$ cat src/hdl/tvsn_pkg.sv
// ----------------------------------------------------------------------------
// tvsn_pkg
// Shared widths, the voxel record type and the back-end state type for the
// temporal vector deviation-norm block.
// ----------------------------------------------------------------------------
package tvsn_pkg;

    localparam int SAMPLE_BITS = 16;
    localparam int MAX_FRAMES  = 64;

    localparam int CNT_W  = $clog2(MAX_FRAMES + 1);
    localparam int SUM_W  = SAMPLE_BITS + $clog2(MAX_FRAMES);
    localparam int SQ_W   = 2 * SAMPLE_BITS - 1;
    localparam int QS_W   = SQ_W + $clog2(MAX_FRAMES);
    localparam int PROD_W = CNT_W + QS_W;
    localparam int T_W    = PROD_W + 2;
    localparam int M_W    = 2 * CNT_W;
    localparam int FRAC_SHIFT = 10;
    localparam int D_W    = T_W + FRAC_SHIFT + ((T_W + FRAC_SHIFT) % 2);
    localparam int R_W    = D_W / 2;
    localparam int OUT_W  = 20;
    localparam int DIV_STEPS  = D_W;
    localparam int SQRT_STEPS = R_W;
    localparam int STEP_W = $clog2(D_W + 1);

    localparam logic [CNT_W-1:0] FRAME_LIMIT = CNT_W'(MAX_FRAMES);
    localparam logic [OUT_W-1:0] OUT_MAX     = '1;

    typedef struct packed {
        logic                    mode;
        logic [CNT_W-1:0]        n;
        logic signed [SUM_W-1:0] s_x;
        logic signed [SUM_W-1:0] s_y;
        logic signed [SUM_W-1:0] s_z;
        logic [QS_W-1:0]         q_x;
        logic [QS_W-1:0]         q_y;
        logic [QS_W-1:0]         q_z;
    } t_voxel;

    typedef enum logic [2:0] {
        ST_IDLE,
        ST_MUL,
        ST_ACC,
        ST_DIV,
        ST_SQRT,
        ST_DONE
    } t_back_state;

endpackage

$ cat src/hdl/tvsn_front.sv
// ----------------------------------------------------------------------------
// tvsn_front
// Accumulates sums and sums of squares of one voxel's frames and hands the
// totals on at the voxel's last frame.
// ----------------------------------------------------------------------------
module tvsn_front import tvsn_pkg::*; (
    input  logic                          i_clk,
    input  logic                          i_rst_n,
    input  logic                          i_accept,
    input  logic signed [SAMPLE_BITS-1:0] i_sample_x,
    input  logic signed [SAMPLE_BITS-1:0] i_sample_y,
    input  logic signed [SAMPLE_BITS-1:0] i_sample_z,
    input  logic                          i_last_frame,
    input  logic                          i_mode,
    output logic                          o_push,
    output t_voxel                        o_voxel
);

    logic [CNT_W-1:0]        r_n,   n_n;
    logic signed [SUM_W-1:0] r_s_x, n_s_x, r_s_y, n_s_y, r_s_z, n_s_z;
    logic [QS_W-1:0]         r_q_x, n_q_x, r_q_y, n_q_y, r_q_z, n_q_z;
    logic                    take;

    function automatic logic [SQ_W-1:0] sq(input logic signed [SAMPLE_BITS-1:0] v);
        logic signed [2*SAMPLE_BITS-1:0] p;
        p = v * v;
        return p[SQ_W-1:0];
    endfunction

    always_comb begin
        take  = (r_n != FRAME_LIMIT);
        n_n   = r_n;
        n_s_x = r_s_x;
        n_s_y = r_s_y;
        n_s_z = r_s_z;
        n_q_x = r_q_x;
        n_q_y = r_q_y;
        n_q_z = r_q_z;
        if (take) begin
            n_n   = r_n + 1'b1;
            n_s_x = r_s_x + SUM_W'(i_sample_x);
            n_s_y = r_s_y + SUM_W'(i_sample_y);
            n_s_z = r_s_z + SUM_W'(i_sample_z);
            n_q_x = r_q_x + QS_W'(sq(i_sample_x));
            n_q_y = r_q_y + QS_W'(sq(i_sample_y));
            n_q_z = r_q_z + QS_W'(sq(i_sample_z));
        end
    end

    assign o_push  = i_accept && i_last_frame;
    assign o_voxel = '{mode: i_mode, n: n_n, s_x: n_s_x, s_y: n_s_y, s_z: n_s_z,
                       q_x: n_q_x, q_y: n_q_y, q_z: n_q_z};

    always_ff @(posedge i_clk) begin
        if (!i_rst_n || o_push) begin
            r_n   <= '0;
            r_s_x <= '0;
            r_s_y <= '0;
            r_s_z <= '0;
            r_q_x <= '0;
            r_q_y <= '0;
            r_q_z <= '0;
        end else if (i_accept) begin
            r_n   <= n_n;
            r_s_x <= n_s_x;
            r_s_y <= n_s_y;
            r_s_z <= n_s_z;
            r_q_x <= n_q_x;
            r_q_y <= n_q_y;
            r_q_z <= n_q_z;
        end
    end

endmodule

$ cat config.mk
export PLATFORM = sky130hd
export DESIGN_NAME = tvsn_front
export DESIGN_NICKNAME = d
export VERILOG_FILES = /design/src/hdl/tvsn_pkg.sv /design/src/hdl/tvsn_front.sv
export SDC_FILE = /design/constraint.sdc
export NUM_CORES = 2
export LEC_CHECK = 0
export BUFFER_PORTS_ARGS = -buffer_cell sky130_fd_sc_hd__buf_2
export CORE_UTILIZATION = 50
export CTS_CLUSTER_SIZE = 25
export DETAILED_ROUTE_END_ITERATION = 6
export HOLD_SLACK_MARGIN = 0.03
export PLACE_DENSITY = 0.64
export SYNTH_ARGS = -nofsm -noshare
export SYNTH_HDL_FRONTEND = slang
export SYNTH_SLANG_ARGS = --single-unit
$ cat constraint.sdc
create_clock -name i_clk -period 14.6 [get_ports i_clk]
set_clock_uncertainty 0.15 [all_clocks]
set_input_delay 2.19 -clock i_clk [delete_from_list [all_inputs] [get_ports i_clk]]
set_output_delay 2.19 -clock i_clk [all_outputs]
set_load 0.01 [all_outputs]
==> results.cfg <==
[floorplanning]
start_util = 0.509
fp.dieW_microns = 292
pin_count = 239
die_y_microns = 292
die_area_sq_um = 85200
fp.coreArea_sq_um = 82600
num_rows = 105

[logic_synthesis]
ys_top_cells_by_area = fa_1 (32%), ha_1 (13%), inv_1 (9.1%), dfxtp_1 (8.8%), nand2_1 (5.9%)
syn_area_per_cell_sq_um = 8.25
synth_seq_cells = 184
synth-edff-count = 0
synthDistinctLibCells = 84
synth_cells = 5096
syn_area_sq_um = 42000
ys.flop_type = dfxtp_1
yosys.area.top_type = fa_1
seq_area_frac_synth = 0.0877
synth_nets = 6265
synthArstFlopShare = 0
synth_top_area_frac = 0.325
ys_warn_count = 0

[routing]
top_layer_used = met5
wl_per_cell_microns = 18.3
first_iter_violations = 1897
wl_met1_mm = 50.8
drc = 0
vias = 34000
wl_met2_mm = 55.0
drt-pass1-iter-count = 6
vias_per_cell = 5.40
wl_met3_mm = 6.76
ant_nets = 0
wirelength_mm = 115

[min_path]
hold_class = reg2reg

[timing]
setup_viol = 0
setup_tns_ps = 0
relSlewSlack = 0.406
max_freq_mhz = 73.5
holdWs_ps = 330
worst_slew_pin_slew_ps = 880
rsz0062_at_grt = false
hold_violations = 0
period_share = 0.932
finalCriticalPeriod_ps = 13610
drv_slew = 0

[finish]
finalInstanceArea_sq_um = 44700
final_common_cell = inv_1
areaGrowthSynthToFinish_pct = 6.41
drive_above_1_share = 0.0671
seq_area_sq_um = 3680
fin_nets = 6374
fillCellCount = 7920
final_cell_mix = inv_1 (1014), fa_1 (682), nand2_1 (654)
multiInputGateArea_sq_um = 33900

[run_status]
outcome = finished clean

[grt]
grt_overflow_total = 0
grtUsageTotal = 0.276
grt_pass1_wl_mm = 183
grt_max_degree = 69
grt_pass1_vias = 33900
antenna_found_initial = 2

[clocking]
cts_root_buffer = clkbuf_16
cts-htree-levels = 4
cts-resized-gates = 0
cts_buffer_depth = 2
cts_buffers = 17
tritoncts = built
clkSlewWorstSetupHoldPaths_ps = 80
cts_hold_buf = 0
postCtsSetupBuffers = 0
cts_num_sinks = 184
insertion_delay_ps = 540

[worst_setup_path]
critical_path_class = in2out
critPathLaunchType = input port
worst_ep_required_time_ps = 12260
cpPeakStageDelay_ps = 520
crit_top_cell = fa_1
cp.arrival_ps = 11270
worst-path-max-fanout = 14
worst_setup_path_end_kind = output pin
cpMaxStageDelayCell = xor2_1

[place]
dpl_cell_area_sq_um = 44100
io_buffers = 236
post-dp-hpwl_mm = 93.3
gp_congestion = 0.942

[job]
max-cap-violations = 0
## layout make-up
type                       instances  area share
timing repair buffer             256      0.0299
sequential                       184      0.0824
multi-input combinational       3725       0.758
inverter                        1021      0.0857
clock buffer                      17     0.00951
tap                             1070      0.0299
antenna                            1   0.0000560
clock inverter                    15     0.00434
## routing by layer
metal  track usage  vias up
li1              -    16300
met1         0.377    16800
met5             0        -
met4        0.0684        2
met3        0.0414      109
met2         0.457      807
## worst max-delay path, delay by kind of cell
kind | cells | cell delay [ps]
adders and majority gates | 8 | 3500
and+or+nand+nor | 8 | 1260
buffers and inverters | 7 | 1310
xor gates and xnor gates | 2 | 700
AOI/OAI and AO/OA | 8 | 2290
## Yosys cell counts (32+ instances only)
| master | n |
|---|---|
| o21a_1 | 35 |
| o21ai_1 | 36 |
| a21o_1 | 91 |
| dfxtp_1 | 184 |
| and2_1 | 104 |
| nand2b_1 | 40 |
| nor3_1 | 49 |
| nand3_1 | 52 |
| fa_1 | 682 |
| inv_1 | 1015 |
| ha_1 | 434 |
| a211oi_1 | 32 |
| nor2_1 | 372 |
| o21ai_0 | 130 |
| mux2i_1 | 48 |
| clkbuf_1 | 142 |
| nand2_1 | 656 |
| xor2_1 | 106 |
| xnor2_1 | 204 |
| a21oi_1 | 284 |
## worst paths after layout
check,start,endpoint,slack [ps],cells past startpoint
hold / removal,r_q_z[30],r_q_z[30],330,2
setup reg to reg,r_n[0],r_q_x[20],9990,11
setup / recovery,i_sample_y[2],o_voxel[73],990,33
hold reg to reg,r_q_z[30],r_q_z[30],330,2
## per-stage QoR
step / util / setup WS (ps) / instances
floorplan: - / 2690 / 5096
finish: 0.541 / 989 / 6289
global route: 0.541 / 293 / 6288
CTS: 0.541 / 1100 / 6288
detailed placement: 0.534 / 1120 / 6256
global placement: 0.534 / 1300 / 6256
## state kept, by name (all words and copies together) (netlist names)
register / count
r_q_y: 37
r_q_x: 37
r_s_y: 22
r_s_x: 22
r_q_z: 37
r_s_z: 22
r_n: 7
## kinds of logic (layout without fill, tap and decap cells)
logic type,Yosys count,after routing,synth area share
xor+xnor,310,310,0.0646
compound gates,813,813,0.124
mux,53,53,0.0128
buf+inv,1187,1309,0.106
flops,184,184,0.0877
other cells,0,1,0
fa+ha+maj,1116,1116,0.454
simple gates,1433,1433,0.151
Power is not shown: default switching activity piles up to over one toggle a cycle in this logic, so the estimate is an artifact.
