--- src/hdl/tvsn_pkg.sv ---
// ----------------------------------------------------------------------------
// tvsn_pkg
// Shared widths, the voxel record type and the back-end state type for the
// temporal vector deviation-norm block.
// ----------------------------------------------------------------------------
package tvsn_pkg;

    localparam int SAMPLE_BITS = 16;
    localparam int MAX_FRAMES  = 64;

    localparam int CNT_W  = $clog2(MAX_FRAMES + 1);
    localparam int SUM_W  = SAMPLE_BITS + $clog2(MAX_FRAMES);
    localparam int SQ_W   = 2 * SAMPLE_BITS - 1;
    localparam int QS_W   = SQ_W + $clog2(MAX_FRAMES);
    localparam int PROD_W = CNT_W + QS_W;
    localparam int T_W    = PROD_W + 2;
    localparam int M_W    = 2 * CNT_W;
    localparam int FRAC_SHIFT = 10;
    localparam int D_W    = T_W + FRAC_SHIFT + ((T_W + FRAC_SHIFT) % 2);
    localparam int R_W    = D_W / 2;
    localparam int OUT_W  = 20;
    localparam int DIV_STEPS  = D_W;
    localparam int SQRT_STEPS = R_W;
    localparam int STEP_W = $clog2(D_W + 1);

    localparam logic [CNT_W-1:0] FRAME_LIMIT = CNT_W'(MAX_FRAMES);
    localparam logic [OUT_W-1:0] OUT_MAX     = '1;

    typedef struct packed {
        logic                    mode;
        logic [CNT_W-1:0]        n;
        logic signed [SUM_W-1:0] s_x;
        logic signed [SUM_W-1:0] s_y;
        logic signed [SUM_W-1:0] s_z;
        logic [QS_W-1:0]         q_x;
        logic [QS_W-1:0]         q_y;
        logic [QS_W-1:0]         q_z;
    } t_voxel;

    typedef enum logic [2:0] {
        ST_IDLE,
        ST_MUL,
        ST_ACC,
        ST_DIV,
        ST_SQRT,
        ST_DONE
    } t_back_state;

endpackage

--- src/hdl/tvsn_back.sv ---
// ----------------------------------------------------------------------------
// tvsn_back
// Solver: forms the summed spread and, unless the divisor is zero, divides it
// bit-serially and takes a digit-by-digit square root, then holds the result.
// ----------------------------------------------------------------------------
module tvsn_back import tvsn_pkg::*; (
    input  logic             i_clk,
    input  logic             i_rst_n,
    input  logic             i_valid,
    input  t_voxel           i_voxel,
    output logic             o_pop,
    output logic             o_valid,
    output logic [OUT_W-1:0] o_norm,
    input  logic             i_ready
);

    t_back_state r_state, n_state;

    t_voxel           r_vox;
    logic [1:0]       r_comp;
    logic [PROD_W-1:0] r_nq, r_ss;
    logic [T_W-1:0]   r_t;
    logic [M_W-1:0]   r_m;
    logic [D_W-1:0]   r_div;
    logic [M_W:0]     r_rem;
    logic [R_W-1:0]   r_root;
    logic [R_W+1:0]   r_srem;
    logic [STEP_W-1:0] r_step;
    logic             r_out_valid;
    logic [OUT_W-1:0] r_out;

    logic signed [SUM_W-1:0] sel_s;
    logic [QS_W-1:0]         sel_q;
    logic [SUM_W-1:0]        abs_s;
    logic [M_W:0]            rem_sh;
    logic [R_W+1:0]          srem_sh, trial;
    logic [R_W:0]            rounded;
    logic                    load_out;

    always_comb begin
        unique case (r_comp)
            2'd0:    begin sel_s = r_vox.s_x; sel_q = r_vox.q_x; end
            2'd1:    begin sel_s = r_vox.s_y; sel_q = r_vox.q_y; end
            default: begin sel_s = r_vox.s_z; sel_q = r_vox.q_z; end
        endcase
        abs_s   = sel_s[SUM_W-1] ? SUM_W'(-sel_s) : SUM_W'(sel_s);
        rem_sh  = {r_rem[M_W-1:0], r_div[D_W-1]};
        srem_sh = {r_srem[R_W-1:0], r_div[D_W-1:D_W-2]};
        trial   = {r_root, 2'b01};
        rounded = {1'b0, r_root} + 1'b1;
    end

    assign load_out = (r_state == ST_DONE) && (!r_out_valid || i_ready);

    // Next state.
    always_comb begin
        n_state = r_state;
        unique case (r_state)
            ST_IDLE: if (i_valid) n_state = ST_MUL;
            ST_MUL:  n_state = ST_ACC;
            ST_ACC: begin
                if (r_comp != 2'd2) begin
                    n_state = ST_MUL;
                end else if (r_m == '0) begin
                    n_state = ST_DONE;
                end else begin
                    n_state = ST_DIV;
                end
            end
            ST_DIV:  if (r_step == STEP_W'(DIV_STEPS - 1)) n_state = ST_SQRT;
            ST_SQRT: if (r_step == STEP_W'(SQRT_STEPS - 1)) n_state = ST_DONE;
            ST_DONE: if (load_out) n_state = ST_IDLE;
            default: n_state = ST_IDLE;
        endcase
    end

    // Outputs.
    always_comb begin
        o_pop = (r_state == ST_IDLE) && i_valid;
    end

    assign o_valid = r_out_valid;
    assign o_norm  = r_out;

    always_ff @(posedge i_clk) begin
        if (!i_rst_n) begin
            r_state     <= ST_IDLE;
            r_out_valid <= 1'b0;
        end else begin
            r_state <= n_state;
            if (load_out) begin
                r_out_valid <= 1'b1;
            end else if (i_ready) begin
                r_out_valid <= 1'b0;
            end
        end
    end

    always_ff @(posedge i_clk) begin
        unique case (r_state)
            ST_IDLE: begin
                r_vox  <= i_voxel;
                r_comp <= '0;
                r_t    <= '0;
                r_step <= '0;
                r_rem  <= '0;
                r_srem <= '0;
                r_root <= '0;
                if (i_voxel.mode) begin
                    r_m <= (i_voxel.n > CNT_W'(1))
                        ? M_W'(i_voxel.n * (i_voxel.n - 1'b1)) : '0;
                end else begin
                    r_m <= M_W'(i_voxel.n * i_voxel.n);
                end
            end
            ST_MUL: begin
                r_nq <= PROD_W'(r_vox.n * sel_q);
                r_ss <= PROD_W'(abs_s * abs_s);
            end
            ST_ACC: begin
                // A spread that rounds below zero counts as nothing.
                if (r_nq > r_ss) begin
                    r_t <= r_t + T_W'(r_nq - r_ss);
                end
                r_comp <= r_comp + 1'b1;
                r_div  <= D_W'({r_t + T_W'((r_nq > r_ss) ? (r_nq - r_ss) : '0),
                                FRAC_SHIFT'(0)});
            end
            ST_DIV: begin
                // Restoring division; quotient bits fill the dividend from below.
                if (rem_sh >= {1'b0, r_m}) begin
                    r_rem <= rem_sh - {1'b0, r_m};
                    r_div <= {r_div[D_W-2:0], 1'b1};
                end else begin
                    r_rem <= rem_sh;
                    r_div <= {r_div[D_W-2:0], 1'b0};
                end
                r_step <= (r_step == STEP_W'(DIV_STEPS - 1)) ? '0 : r_step + 1'b1;
            end
            ST_SQRT: begin
                if (srem_sh >= trial) begin
                    r_srem <= srem_sh - trial;
                    r_root <= {r_root[R_W-2:0], 1'b1};
                end else begin
                    r_srem <= srem_sh;
                    r_root <= {r_root[R_W-2:0], 1'b0};
                end
                r_div  <= {r_div[D_W-3:0], 2'b00};
                r_step <= r_step + 1'b1;
            end
            ST_DONE: begin
                if (load_out) begin
                    if (r_m == '0) begin
                        r_out <= '0;
                    end else if (rounded[R_W:1] > R_W'(OUT_MAX)) begin
                        r_out <= OUT_MAX;
                    end else begin
                        r_out <= rounded[OUT_W:1];
                    end
                end
            end
            default: ;
        endcase
    end

endmodule

--- config.mk ---
export PLATFORM = sky130hd
export DESIGN_NAME = tvsn_back
export DESIGN_NICKNAME = d
export VERILOG_FILES = /design/src/hdl/tvsn_pkg.sv /design/src/hdl/tvsn_back.sv
export SDC_FILE = /design/constraint.sdc
export NUM_CORES = 2
export LEC_CHECK = 0
export ABC_CLOCK_PERIOD_IN_PS = 10880
export BUFFER_PORTS_ARGS = -buffer_cell sky130_fd_sc_hd__buf_2
export CORE_ASPECT_RATIO = 1.75
export CORE_MARGIN = 1
export CORE_UTILIZATION = 50
export CTS_CLUSTER_DIAMETER = 100
export DETAILED_ROUTE_END_ITERATION = 16
export GPL_TIMING_DRIVEN = 0
export PLACE_DENSITY = 0.67
export SLEW_MARGIN = 10
export SYNTH_ARGS = -nofsm -noshare
export SYNTH_HDL_FRONTEND = slang
export SYNTH_SLANG_ARGS = --single-unit
--- constraint.sdc ---
create_clock -name i_clk -period 10.88 [get_ports i_clk]
set_input_delay 2.176 -clock i_clk [delete_from_list [all_inputs] [get_ports i_clk]]
set_output_delay 2.176 -clock i_clk [all_outputs]
set_load 0.02 [all_outputs]
==> impl_results.md <==
- Share of synthesized area occupied by flip-flops and latches: 28.1%
- Inserted Clock Buffers: between 40 and 50
- Largest fanout on the critical path: 10
- Post-synth EDFFs: around 490
- Final HPWL from detailed placement: about 110000 um
- Wire length of the first global-routing pass: around 220000 um
- Total of warnings raised by yosys: 0
- Setup clock skew after layout: about 40 ps
- Initial antenna violation count: 2
- Unique masters post-synth: between 80 and 90
- Max-capacitance violation count: 0
- Clock root cell: sky130_fd_sc_hd__clkbuf_16
- FMAX: around 0.095 GHz
- Cts hold-fix bufs: 0
- Flip-flop cell with the highest count after synthesis: sky130_fd_sc_hd__edfxtp_1
- Die area: about 110000 um2
- Master of the slowest instance on the critical path: sky130_fd_sc_hd__xor2_1
- Vias: ~39000
- Arrival time of the worst setup path: around 11000 ps
- Routability cong.: between 0.9 and 1
- Number of primary I/O pins: around 210
- Area of combinational cells with multiple inputs: around 34000 um2
- Number of DRC markers in iteration 0: 1944
- Number of optimization iterations in the first detailed-route pass: 6
- Highest metal layer with signal wires: met4
- Antenna viol nets, final: 0
- Nature of the critical path endpoint: flop
- Number of flip-flops and latches in the synthesized netlist: 489
- Std cell rows: between 150 and 200
- Die height: 429 um
- CTS Buffer Depth: 3
- P&R area growth vs syn: 10.0%
- Worst flop-to-flop path startpoint: r_comp[0]$_SDFFCE_PN0P_
- Post-route core utilization: 55.6%
- Type of the setup path with the least slack: flop to flop
- Starting Density: 50.5%
- Startpoint of the worst setup timing path: r_comp[0]$_SDFFCE_PN0P_
- Per-cell routed wire length: between 15 and 20 um
- Worst Reg2Reg Path Length in Cells: 35
- CTS tree: done
- Kind of launch point of the worst setup path: flop
- Shortest clock period the worst path allows after layout: between 10000 and 15000 ps
- Headroom to the max-slew limit: 14.5%
- Number of instances in the synthesized netlist: ~5400
- Clock net sink count: 489
- Clock Pin Slew Worst Setup and Hold Paths: around 70 ps
- Total core area: just over 100000 um2
- Synthesized area per cell: 9.71 um2
- Required time at the endpoint of the critical path: about 11000 ps
- Largest net degree at the start of global routing: 130
- Worst hold path class: flop to flop
- Total gr overflow: 0
- Transition at the pin with the smallest max-transition slack: roughly 1300 ps
- Total count of max-transition violations in the final report: 0
- Worst setup path endpoint: r_ss[42]$_DFFE_PP_
- Worst-skew pair later-pin latency: between 600 and 700 ps
- Async set or reset register ratio after synthesis: 0%
- Routed wl met2: 74500 um
- Number of H-tree levels: 2
- Most frequent cells in the layout: sky130_fd_sc_hd__inv_1, sky130_fd_sc_hd__fa_1, sky130_fd_sc_hd__nand2_1
- Area of the mapped netlist: 52200 um2
- Register-to-Register Setup Slack: around 370 ps
- Ratio of final minimum period to clock period: approximately 97%
- Port bufs: 210
- Leading cell type in the layout, fill and taps excluded: sky130_fd_sc_hd__inv_1
- Count of filler cells inserted in the layout: between 9000 and 10000
- Remaining design rule violation count: 0
- Amount of wire on met3 after detailed routing: 5350 um
- Total area of sequential cells: 14600 um2
- Combined global-route utilization of all metal layers: 26.3%
- M1 WL: a little under 50000 um
- Maximum cell stage delay along the critical path: approximately 1000 ps
- Final number of setup-violating endpoints: 0
- Reg2Reg Capture Point: r_ss[42]$_DFFE_PP_
- Total number of nets in the final design: between 6000 and 7000
- Routed vias/inst: 5.57
- Routed Wire Length: between 100000 and 150000 um
- Via count of the first global-routing pass: 41800
- Horizontal extent of the die: 246 um
- Fraction of layout instances using a drive strength above 1: roughly 7.7%
- Status: completed
- Final Hold Violating Endpoints: 0
-- timing repair --
action | in CTS | in global routing
pin swaps | 3 | 8
buffers inserted | 5 | 19
gates resized for setup | 41 | 52
endpoints found under the setup margin | 28 | 12
-- Yosys cell counts, types with 37 or more instances --
library cell	n	area [um2]
sky130_fd_sc_hd__inv_1	870	3270
sky130_fd_sc_hd__fa_1	569	11400
sky130_fd_sc_hd__nand2_1	567	2130
sky130_fd_sc_hd__edfxtp_1	485	14600
sky130_fd_sc_hd__ha_1	473	5920
sky130_fd_sc_hd__nor2_1	370	1390
sky130_fd_sc_hd__a21oi_1	295	1480
sky130_fd_sc_hd__xnor2_1	195	1710
sky130_fd_sc_hd__o21ai_0	166	831
sky130_fd_sc_hd__a21o_1	155	1160
sky130_fd_sc_hd__clkbuf_1	139	522
sky130_fd_sc_hd__and2_1	135	845
sky130_fd_sc_hd__xor2_1	102	893
sky130_fd_sc_hd__a22oi_1	82	616
sky130_fd_sc_hd__nand3_1	71	355
sky130_fd_sc_hd__nor2b_1	57	357
sky130_fd_sc_hd__nor3_1	52	260
sky130_fd_sc_hd__a31oi_1	43	269
sky130_fd_sc_hd__nand2b_1	43	269
sky130_fd_sc_hd__o21bai_1	41	308
sky130_fd_sc_hd__and3_1	37	231
-- per-stage QoR --
stage	setup WS [ps]	instances	hold WS (ps)	cell area (um2)	TNS (ps)
after floorplan	1320	5391	525	52200	0
after global placement	-1930	6944	545	55000	-34660
after detailed placement	-1970	6959	558	55200	-35390
after global routing	-13.8	7071	581	57400	-13.8
after CTS	-29.8	7052	564	57100	-29.8
final	367	7074	564	57400	0
-- logic make-up (layout without fill, tap and decap cells) --
logic type                 Yosys count  in the layout  share of synthesized area, %
adders and majority gates         1043           1043                          33.2
muxes                               34             34                         0.655
DFF                                489            489                          28.1
and+or+nand+nor                   1448           1448                          12.7
other                                2             24                        0.0144
xor gates and xnor gates           298            298                          5.03
AOI/OAI and AO/OA                 1024           1024                          12.8
buffers and inverters             1036           1371                          7.51
-- registers in the layout, summed over array words and instances, names as in the netlist --
name	count
r_ss	43
r_div	56
r_comp	2
r_step	6
r_m	14
r_nq	44
r_root	28
r_rem	14
r_srem	28
o_valid	1
o_norm	20
r_t	46
r_state	3
r_vox	184
-- worst max-delay path: cells and delay by family, from the launching register on --
| family | cells | cell delay [ps] |
|---|---|---|
| AOI/OAI and AO/OA | 9 | 1750 |
| xor gates and xnor gates | 2 | 1330 |
| adders and majority gates | 10 | 4440 |
| buffers and inverters | 10 | 1280 |
| DFF | 1 | 440 |
| and+or+nand+nor | 4 | 1020 |
-- per-layer routing --
layer  track usage, %  vias to the layer above
li1                 -                    18600
met1             27.3                    19300
met2             49.9                     1092
met3             2.80                      392
met4             16.1                        0
met5                0                        -
-- layout make-up --
type | instances | area share [%]
clock buffers | 55 | 2.19
repair buffers | 249 | 2.54
diodes | 5 | 0.0218
inverters | 877 | 5.76
flip-flops and latches | 489 | 25.5
clock inverters | 34 | 0.680
well taps | 1343 | 2.93
multi-input cells | 3866 | 59.2
plain buffers | 156 | 1.14
-- worst min-delay path by stage --
stage	from	endpoint	slack, ps	cells past startpoint
3_5_place_dp	r_div[0]$_SDFFCE_PP0P_	r_div[1]$_SDFFCE_PP0P_	560	1
6_report	r_div[0]$_SDFFCE_PP0P_	r_div[1]$_SDFFCE_PP0P_	560	1
2_1_floorplan	r_div[0]$_SDFFCE_PP0P_	r_div[1]$_SDFFCE_PP0P_	530	1
4_1_cts	r_div[0]$_SDFFCE_PP0P_	r_div[1]$_SDFFCE_PP0P_	560	1
3_3_place_gp	r_div[0]$_SDFFCE_PP0P_	r_div[1]$_SDFFCE_PP0P_	540	1
5_1_grt	r_div[0]$_SDFFCE_PP0P_	r_div[1]$_SDFFCE_PP0P_	580	1
Power is left out: the tool's default activity adds up to more than one toggle a clock period on the data nets, which glitch-free logic cannot reach.
