===== config.mk =====
export PLATFORM = sky130hd
export DESIGN_NAME = tvsn_queue
export DESIGN_NICKNAME = d
export VERILOG_FILES = /design/src/hdl/tvsn_pkg.sv /design/src/hdl/tvsn_queue.sv
export SDC_FILE = /design/constraint.sdc
export NUM_CORES = 1
export LEC_CHECK = 0
export ABC_AREA = 0
export BUFFER_PORTS_ARGS = -buffer_cell sky130_fd_sc_hd__buf_2
export CORE_AREA = 2 2 140 279
export CTS_CLUSTER_DIAMETER = 200
export DETAILED_ROUTE_END_ITERATION = 7
export DIE_AREA = 0 0 142 281
export REMOVE_ABC_BUFFERS = 1
export SETUP_SLACK_MARGIN = 0.05
export SYNTH_ARGS = -nofsm -noshare
export SYNTH_HDL_FRONTEND = slang
export SYNTH_SLANG_ARGS = --single-unit

===== constraint.sdc =====
create_clock -name i_clk -period 24.5 [get_ports i_clk]
set_input_delay 1.225 -clock i_clk [delete_from_list [all_inputs] [get_ports i_clk]]
set_output_delay 1.225 -clock i_clk [all_outputs]
set_load 0.02 [all_outputs]

===== src/hdl/tvsn_pkg.sv =====
// ----------------------------------------------------------------------------
// tvsn_pkg
// Shared widths, the voxel record type and the back-end state type for the
// temporal vector deviation-norm block.
// ----------------------------------------------------------------------------
package tvsn_pkg;

    localparam int SAMPLE_BITS = 16;
    localparam int MAX_FRAMES  = 64;

    localparam int CNT_W  = $clog2(MAX_FRAMES + 1);
    localparam int SUM_W  = SAMPLE_BITS + $clog2(MAX_FRAMES);
    localparam int SQ_W   = 2 * SAMPLE_BITS - 1;
    localparam int QS_W   = SQ_W + $clog2(MAX_FRAMES);
    localparam int PROD_W = CNT_W + QS_W;
    localparam int T_W    = PROD_W + 2;
    localparam int M_W    = 2 * CNT_W;
    localparam int FRAC_SHIFT = 10;
    localparam int D_W    = T_W + FRAC_SHIFT + ((T_W + FRAC_SHIFT) % 2);
    localparam int R_W    = D_W / 2;
    localparam int OUT_W  = 20;
    localparam int DIV_STEPS  = D_W;
    localparam int SQRT_STEPS = R_W;
    localparam int STEP_W = $clog2(D_W + 1);

    localparam logic [CNT_W-1:0] FRAME_LIMIT = CNT_W'(MAX_FRAMES);
    localparam logic [OUT_W-1:0] OUT_MAX     = '1;

    typedef struct packed {
        logic                    mode;
        logic [CNT_W-1:0]        n;
        logic signed [SUM_W-1:0] s_x;
        logic signed [SUM_W-1:0] s_y;
        logic signed [SUM_W-1:0] s_z;
        logic [QS_W-1:0]         q_x;
        logic [QS_W-1:0]         q_y;
        logic [QS_W-1:0]         q_z;
    } t_voxel;

    typedef enum logic [2:0] {
        ST_IDLE,
        ST_MUL,
        ST_ACC,
        ST_DIV,
        ST_SQRT,
        ST_DONE
    } t_back_state;

endpackage


===== src/hdl/tvsn_queue.sv =====
// ----------------------------------------------------------------------------
// tvsn_queue
// Two-entry queue of finished voxel totals between accumulator and solver.
// ----------------------------------------------------------------------------
module tvsn_queue import tvsn_pkg::*; (
    input  logic   i_clk,
    input  logic   i_rst_n,
    input  logic   i_push,
    input  t_voxel i_data,
    output logic   o_full,
    input  logic   i_pop,
    output logic   o_valid,
    output t_voxel o_data
);

    t_voxel     r_mem [2];
    logic       r_wr, r_rd;
    logic [1:0] r_cnt;

    assign o_full  = (r_cnt == 2'd2);
    assign o_valid = (r_cnt != 2'd0);
    assign o_data  = r_mem[r_rd];

    always_ff @(posedge i_clk) begin
        if (i_push) begin
            r_mem[r_wr] <= i_data;
        end
    end

    always_ff @(posedge i_clk) begin
        if (!i_rst_n) begin
            r_wr  <= 1'b0;
            r_rd  <= 1'b0;
            r_cnt <= '0;
        end else begin
            if (i_push) begin
                r_wr <= ~r_wr;
            end
            if (i_pop) begin
                r_rd <= ~r_rd;
            end
            r_cnt <= r_cnt + {1'b0, i_push} - {1'b0, i_pop};
        end
    end

endmodule


==> results.json, run 1 <==
{
  "place_inst": 1422,
  "final_cells": 1493,
  "postSynthCellCount": 597,
  "synth_xor_area_share_pct": 0.2202,
  "grt_max_degree": 76,
  "synthSimpleGateAreaFrac_pct": 0.3964,
  "syn_avg_cell_area_um2": 23.79,
  "critPathLaunchType": "register",
  "skew_ns": 0.01005,
  "drive_gt1_share_pct": 60.90,
  "cts_tree": "built",
  "synth_top_family_by_area": "multiplexers",
  "synthTopCellsByArea": "edfxtp_1 (78%), mux2_4 (16%), mux2_2 (2.8%), buf_6 (1.4%), dfxtp_1 (0.70%)",
  "ys_ff_latch": 375,
  "synth_compound_area_share_pct": 0.05286,
  "final_area_um2": 17650,
  "io_pins": 376,
  "globalRouteOverflowTotal": 0,
  "path_class": "reg -> out",
  "io_buffer_count": 375,
  "ys_warn_count": 0,
  "fin_nets": 1186,
  "clkTransAtPathRegs_ns": 0.06,
  "yosysTopAreaCell": "edfxtp_1",
  "whs_ns": 0.5738,
  "dp_hpwl_um": 20920,
  "path_cells": "buf_4, mux2_2, buf_2",
  "firstDrtPassIters": 4,
  "slew_violations": 0,
  "status": "completed",
  "cp.required_ns": 23.27,
  "synth_area_um2": 14200,
  "viasPerCell": 4.630,
  "clock_path_buffers": 3,
  "die_w_um": 142,
  "cts_resized": 0,
  "worst-path-max-fanout": 60,
  "synthDistinctLibCells": 14,
  "row_count": 101,
  "core_area_um2": 37790,
  "critPathMaxStageDelay_ns": 1.03,
  "drv_cap": 0,
  "synth_seq_area_share_pct": 78.94,
  "synth_top_area_share_pct": 78.23,
  "ant_nets": 0,
  "powerDensity_nw_per_um2": 83.36,
  "tns_ns": 0,
  "setup.worst_path.end_class": "output pin",
  "fin_crit_ns": 4.440,
  "first_global_vias": 7267,
  "clock_sink_count": 375,
  "grt_pass1_wl_um": 43010,
  "placed_area_um2": 16510,
  "setup_violations": 0,
  "initial_utilization_pct": 37.59,
  "drt_iter0_markers": 263,
  "cts-htree-levels": 2,
  "worst_ep_arrival_time_ns": 3.22,
  "via_count": 6913,
  "gp_congestion": 0.7932,
  "die_y_um": 281,
  "slowest_stage": "dfxtp_4",
  "syn_to_final_growth_pct": 24.29,
  "routed_wl_um": 30320,
  "finalHoldViolations": 0,
  "fmax_ghz": 0.2252,
  "antenna_found_initial": 14,
  "postLayoutCoreUtil_pct": 46.72,
  "root_buffer": "clkbuf_16",
  "synth_fa_ha_area_share_pct": 0.1762,
  "wl_per_cell_um": 20.31,
  "rsz0062_at_grt": "false",
  "vdd_drop_max_mv": 0.05938,
  "cts_buffers": 34,
  "ctsHoldBuffers": 0,
  "fp.dieArea_um2": 39900,
  "p_leak_nw": 6.902,
  "relSlewSlack_pct": 24.00,
  "cts_setup_buffers": 0,
  "hp-class": "reg -> reg",
  "track_usage_pct": 14.66,
  "worst_pin_slew_ns": 1.140,
  "fin_crit_sh_pct": 18.12,
  "drc": 0,
  "clock_latency_ns": 0.52,
  "synthMuxAreaShare_pct": 18.63
}
Yosys cell counts (all sizes together):
library cell / number
edfxtp: 370
mux2: 185
buf: 21
dfxtp: 5
and2: 4
nor2b: 4
ha: 2
inv: 2
o21a: 1
or2: 1
xnor3: 1
xor2: 1
stage by stage:
| stage | power [mW] | worst slack, ns |
|---|---|---|
| floorplan | 0.9156 | 14.50 |
| global placement | 0.9559 | 20.25 |
| detailed placement | 0.9589 | 20.23 |
| CTS | 1.495 | 19.97 |
| global route | 1.523 | 19.87 |
| finish | 1.472 | 20.06 |
layer usage:
metal  share of wire [%]  vias to the layer above  global-route usage (%)
li1                    -                     3181                       -
met1                  32                     3408                   13.62
met2                  58                      257                   27.92
met3                 5.8                       63                   3.663
met4                 4.3                        4                   9.051
met5               0.086                        -                       0
critical path: cells and delay by family, from the launching register on:
kind	cells	cell delay [ns]
flops	1	1.03
mux	1	0.44
buf+inv	2	1.04
power by group:
part	switching, mW	internal, mW
sequential	0.0129	0.742
clock	0.223	0.307
combinational	0.102	0.0835
total	0.338	1.13
cells by family (layout without fill, tap and decap cells):
group | count (synthesis) | after routing
AND/OR/NAND/NOR | 9 | 9
AO/OA/AOI/OAI | 1 | 1
XOR/XNOR | 2 | 2
multiplexers | 185 | 185
buffers and inverters | 23 | 444
other | 0 | 12
adder cells (fa/ha/maj) | 2 | 2
flip-flops | 375 | 375
worst paths after layout:
check	start	endpoint	slack [ns]	depth (start not counted)
hold reg to reg	r_rd	register	0.57	2
setup / recovery	register	o_data[3]	20.06	3
hold / removal	r_rd	register	0.57	2
setup reg to reg	r_wr	r_mem[1][156]	21.21	3
layout make-up:
| class | instances | area [um2] |
|---|---|---|
| fillers | 3225 | 20130 |
| diodes | 12 | 30.03 |
| flip-flops and latches | 375 | 11210 |
| repair buffers | 383 | 1937 |
| well taps | 463 | 579.3 |
| clock buffers | 44 | 952.2 |
| multi-input cells | 199 | 2776 |
| inverters | 2 | 7.507 |
| clock inverters | 15 | 155.1 |
placed cells by master, fill, tap and decap left out, drive strengths merged:
| cell | Yosys | final |
|---|---|---|
| bufinv | 0 | 3 |
| edfxtp | 370 | 370 |
| clkbuf | 0 | 44 |
| ha | 2 | 2 |
| mux2 | 185 | 185 |
| clkinvlp | 0 | 1 |
| dfxtp | 5 | 5 |
| and2 | 4 | 4 |
| o21a | 1 | 1 |
| diode | 0 | 12 |
| buf | 21 | 383 |
| or2 | 1 | 1 |
| xnor3 | 1 | 1 |
| clkinv | 0 | 10 |
| nor2b | 4 | 4 |
| inv | 2 | 3 |
| xor2 | 1 | 1 |
registers in the layout (all words and copies together) (netlist names), named ones only:
signal,flops
r_rd,1
r_wr,1
r_mem,370
r_cnt,2
(Power assumes the default switching activity.)
==> run 2: changes to the inputs <==
ABC_AREA = 1   (was 0)
clock period = 3.9 ns   (was 24.5 ns; I/O delays follow)
==> results.json, run 2 <==
{
  "status": "completed",
  "worst_pin_slew_ns": 0.8450,
  "p_leak_nw": 7.762,
  "wl_per_cell_um": 19.26,
  "synth-edff-count": 370,
  "synth_most_common_cell": "edfxtp_1",
  "slew_violations": 0,
  "yosysTopAreaCell": "edfxtp_1",
  "drive_gt1_share_pct": 51.06,
  "skew_ns": 0.01149,
  "syn_to_final_growth_pct": 38.25,
  "rsz0062_at_grt": "false",
  "cts_setup_buffers": 0,
  "setup.worst_path.end_class": "output pin",
  "final_cell_mix": "buf_2 (375), edfxtp_1 (370), dlygate4sd3_1 (188)",
  "synth_seq_area_share_pct": 78.95,
  "top_regs": "r_mem (370), r_cnt (2)",
  "powerDensity_nw_per_um2": 474.8,
  "first_global_vias": 8377,
  "synthTopCellsByArea": "edfxtp_1 (78%), mux2_4 (16%), mux2_2 (2.8%), buf_6 (1.4%), dfxtp_1 (0.70%)",
  "place_inst": 1437,
  "gp_congestion": 0.8077,
  "fmax_ghz": 0.3851,
  "slowest_stage": "dfxtp_4",
  "fp.dieArea_um2": 39900,
  "postLayoutCoreUtil_pct": 51.96,
  "fin_crit_ns": 2.597,
  "drv_cap": 0,
  "p_int_mw": 7.175,
  "worst_ep_arrival_time_ns": 2.40,
  "synth_top_area_share_pct": 78.24,
  "synthDistinctLibCells": 12,
  "io_pins": 376,
  "row_count": 101,
  "dp_hpwl_um": 21700,
  "critPathLaunchType": "register",
  "postSynthCellCount": 609,
  "core_area_um2": 37790,
  "tns_ns": 0,
  "path_class": "reg -> out",
  "grt_pass1_wl_um": 47050,
  "seqPwrFrac_pct": 50.8,
  "hp-class": "in -> reg",
  "ctsHoldBuffers": 188,
  "yosys-top-cells-count": "edfxtp_1 (370), mux2_4 (150), mux2_2 (35)",
  "r2r_start": "r_wr",
  "initial_utilization_pct": 37.58,
  "globalRouteOverflowTotal": 0,
  "die_y_um": 281,
  "ant_nets": 0,
  "final_cells": 1687,
  "io_buffer_count": 375,
  "syn_avg_cell_area_um2": 23.32,
  "synth_flop_cell": "edfxtp_1",
  "firstDrtPassIters": 4,
  "setup_violations": 0,
  "p_comb_share_pct": 13.2,
  "hold_depth": 2,
  "p_switching_mw": 2.146,
  "p_sw_share_pct": 23.03,
  "fin_nets": 1389,
  "path_cells": "buf_12, mux2_2, buf_2",
  "clock_latency_ns": 0.53,
  "cts_tree": "built",
  "critPathMaxStageDelay_ns": 0.79,
  "drt_iter0_markers": 244,
  "vdd_drop_max_mv": 0.4672,
  "final_common_cell": "buf_2",
  "die_w_um": 142,
  "viasPerCell": 4.544,
  "worst-path-max-fanout": 60,
  "root_buffer": "clkbuf_16",
  "top_register": "r_mem",
  "min_to": "r_mem[1][141]",
  "cts-htree-levels": 2,
  "drc": 0,
  "ys_warn_count": 0,
  "cts_buffers": 34,
  "ys_ff_latch": 375,
  "clkTransAtPathRegs_ns": 0.07,
  "grt_max_degree": 106,
  "cts_resized": 0,
  "r2r_end": "r_mem[1][37]",
  "cp.required_ns": 3.70,
  "async_reset_ff_share_pct": 0,
  "clock_sink_count": 375,
  "track_usage_pct": 15.73,
  "regToRegSetupSlack_ns": 1.93,
  "via_count": 7666,
  "ff2ff_path_depth": 3,
  "routed_wl_um": 32490,
  "fin_crit_sh_pct": 66.58,
  "antenna_found_initial": 4,
  "hp-start": "i_data[141]",
  "relSlewSlack_pct": 43.67,
  "synth_area_um2": 14200,
  "largest_reg_flops": 370,
  "finalHoldViolations": 0,
  "fin_total_pwr_mw": 9.322,
  "p_clk_share_pct": 36.0,
  "clock_path_buffers": 3
}
[run 2: critical path: cells and delay by family, from the launching register on]
kind	cells	cell delay (ns)
buffers and inverters	2	0.62
multiplexers	1	0.40
flip-flops	1	0.79
[run 2: kinds of logic (layout without fill, tap and decap cells)]
family	after synthesis	after routing	synth area share, %
other cells	0	2	0
compound gates	1	1	0.03521
buf+inv	28	641	1.718
flops	375	375	78.95
simple gates	18	18	0.4846
fa+ha+maj	2	2	0.1762
mux	185	185	18.64
[run 2: worst max-delay path by stage]
stage,start,endpoint,slack (ns),depth (start not counted)
after floorplan,r_wr,r_mem[0][0],-4.82,1
after global placement,register,o_data[13],1.86,3
after detailed placement,register,o_data[17],1.82,3
after CTS,register,o_data[17],1.24,3
after global routing,register,o_data[21],1.18,3
final,register,o_data[21],1.30,3
[run 2: power groups by stage]
stage | Sequential (mW) | Clock [mW] | Combinational, mW
after global placement | 4.81 | 0 | 1.08
final | 4.73 | 3.36 | 1.23
after CTS | 4.73 | 3.49 | 1.25
after floorplan | 4.90 | 0 | 0.722
after global routing | 4.75 | 3.60 | 1.31
after detailed placement | 4.82 | 0 | 1.09
[run 2: area by class of cell]
type / instances / area [um2]
Antenna cell: 2 / 5.005
Clock buffer: 40 / 894.6
Clock inverter: 20 / 210.2
Fill cell: 3079 / 18150
Inverter: 7 / 33.78
Multi-Input combinational cell: 206 / 2753
Sequential cell: 375 / 11210
Tap cell: 463 / 579.3
Timing Repair Buffer: 574 / 3941
[run 2: per-layer routing]
layer  part of all wire [%]  GRT usage (%)  routed length, um  vias up
li1                       -              -                  -     3590
met4                    4.9          8.744               1595        4
met3                    5.5          3.680               1780       81
met2                     56          29.60              18040      261
met1                     34          15.52              11040     3730
met5                  0.083              0                 27        -
[run 2: metrics by stage]
stage / setup WS [ns] / hold slack [ns] / instance area, um2
3_3_place_gp: 1.857 / 0.3823 / 16640
3_5_place_dp: 1.817 / 0.3857 / 16640
4_1_cts: 1.235 / 0.3567 / 19630
5_1_grt: 1.181 / 0.3748 / 19630
6_report: 1.303 / 0.3948 / 19630
2_1_floorplan: -4.816 / 0.2885 / 13980
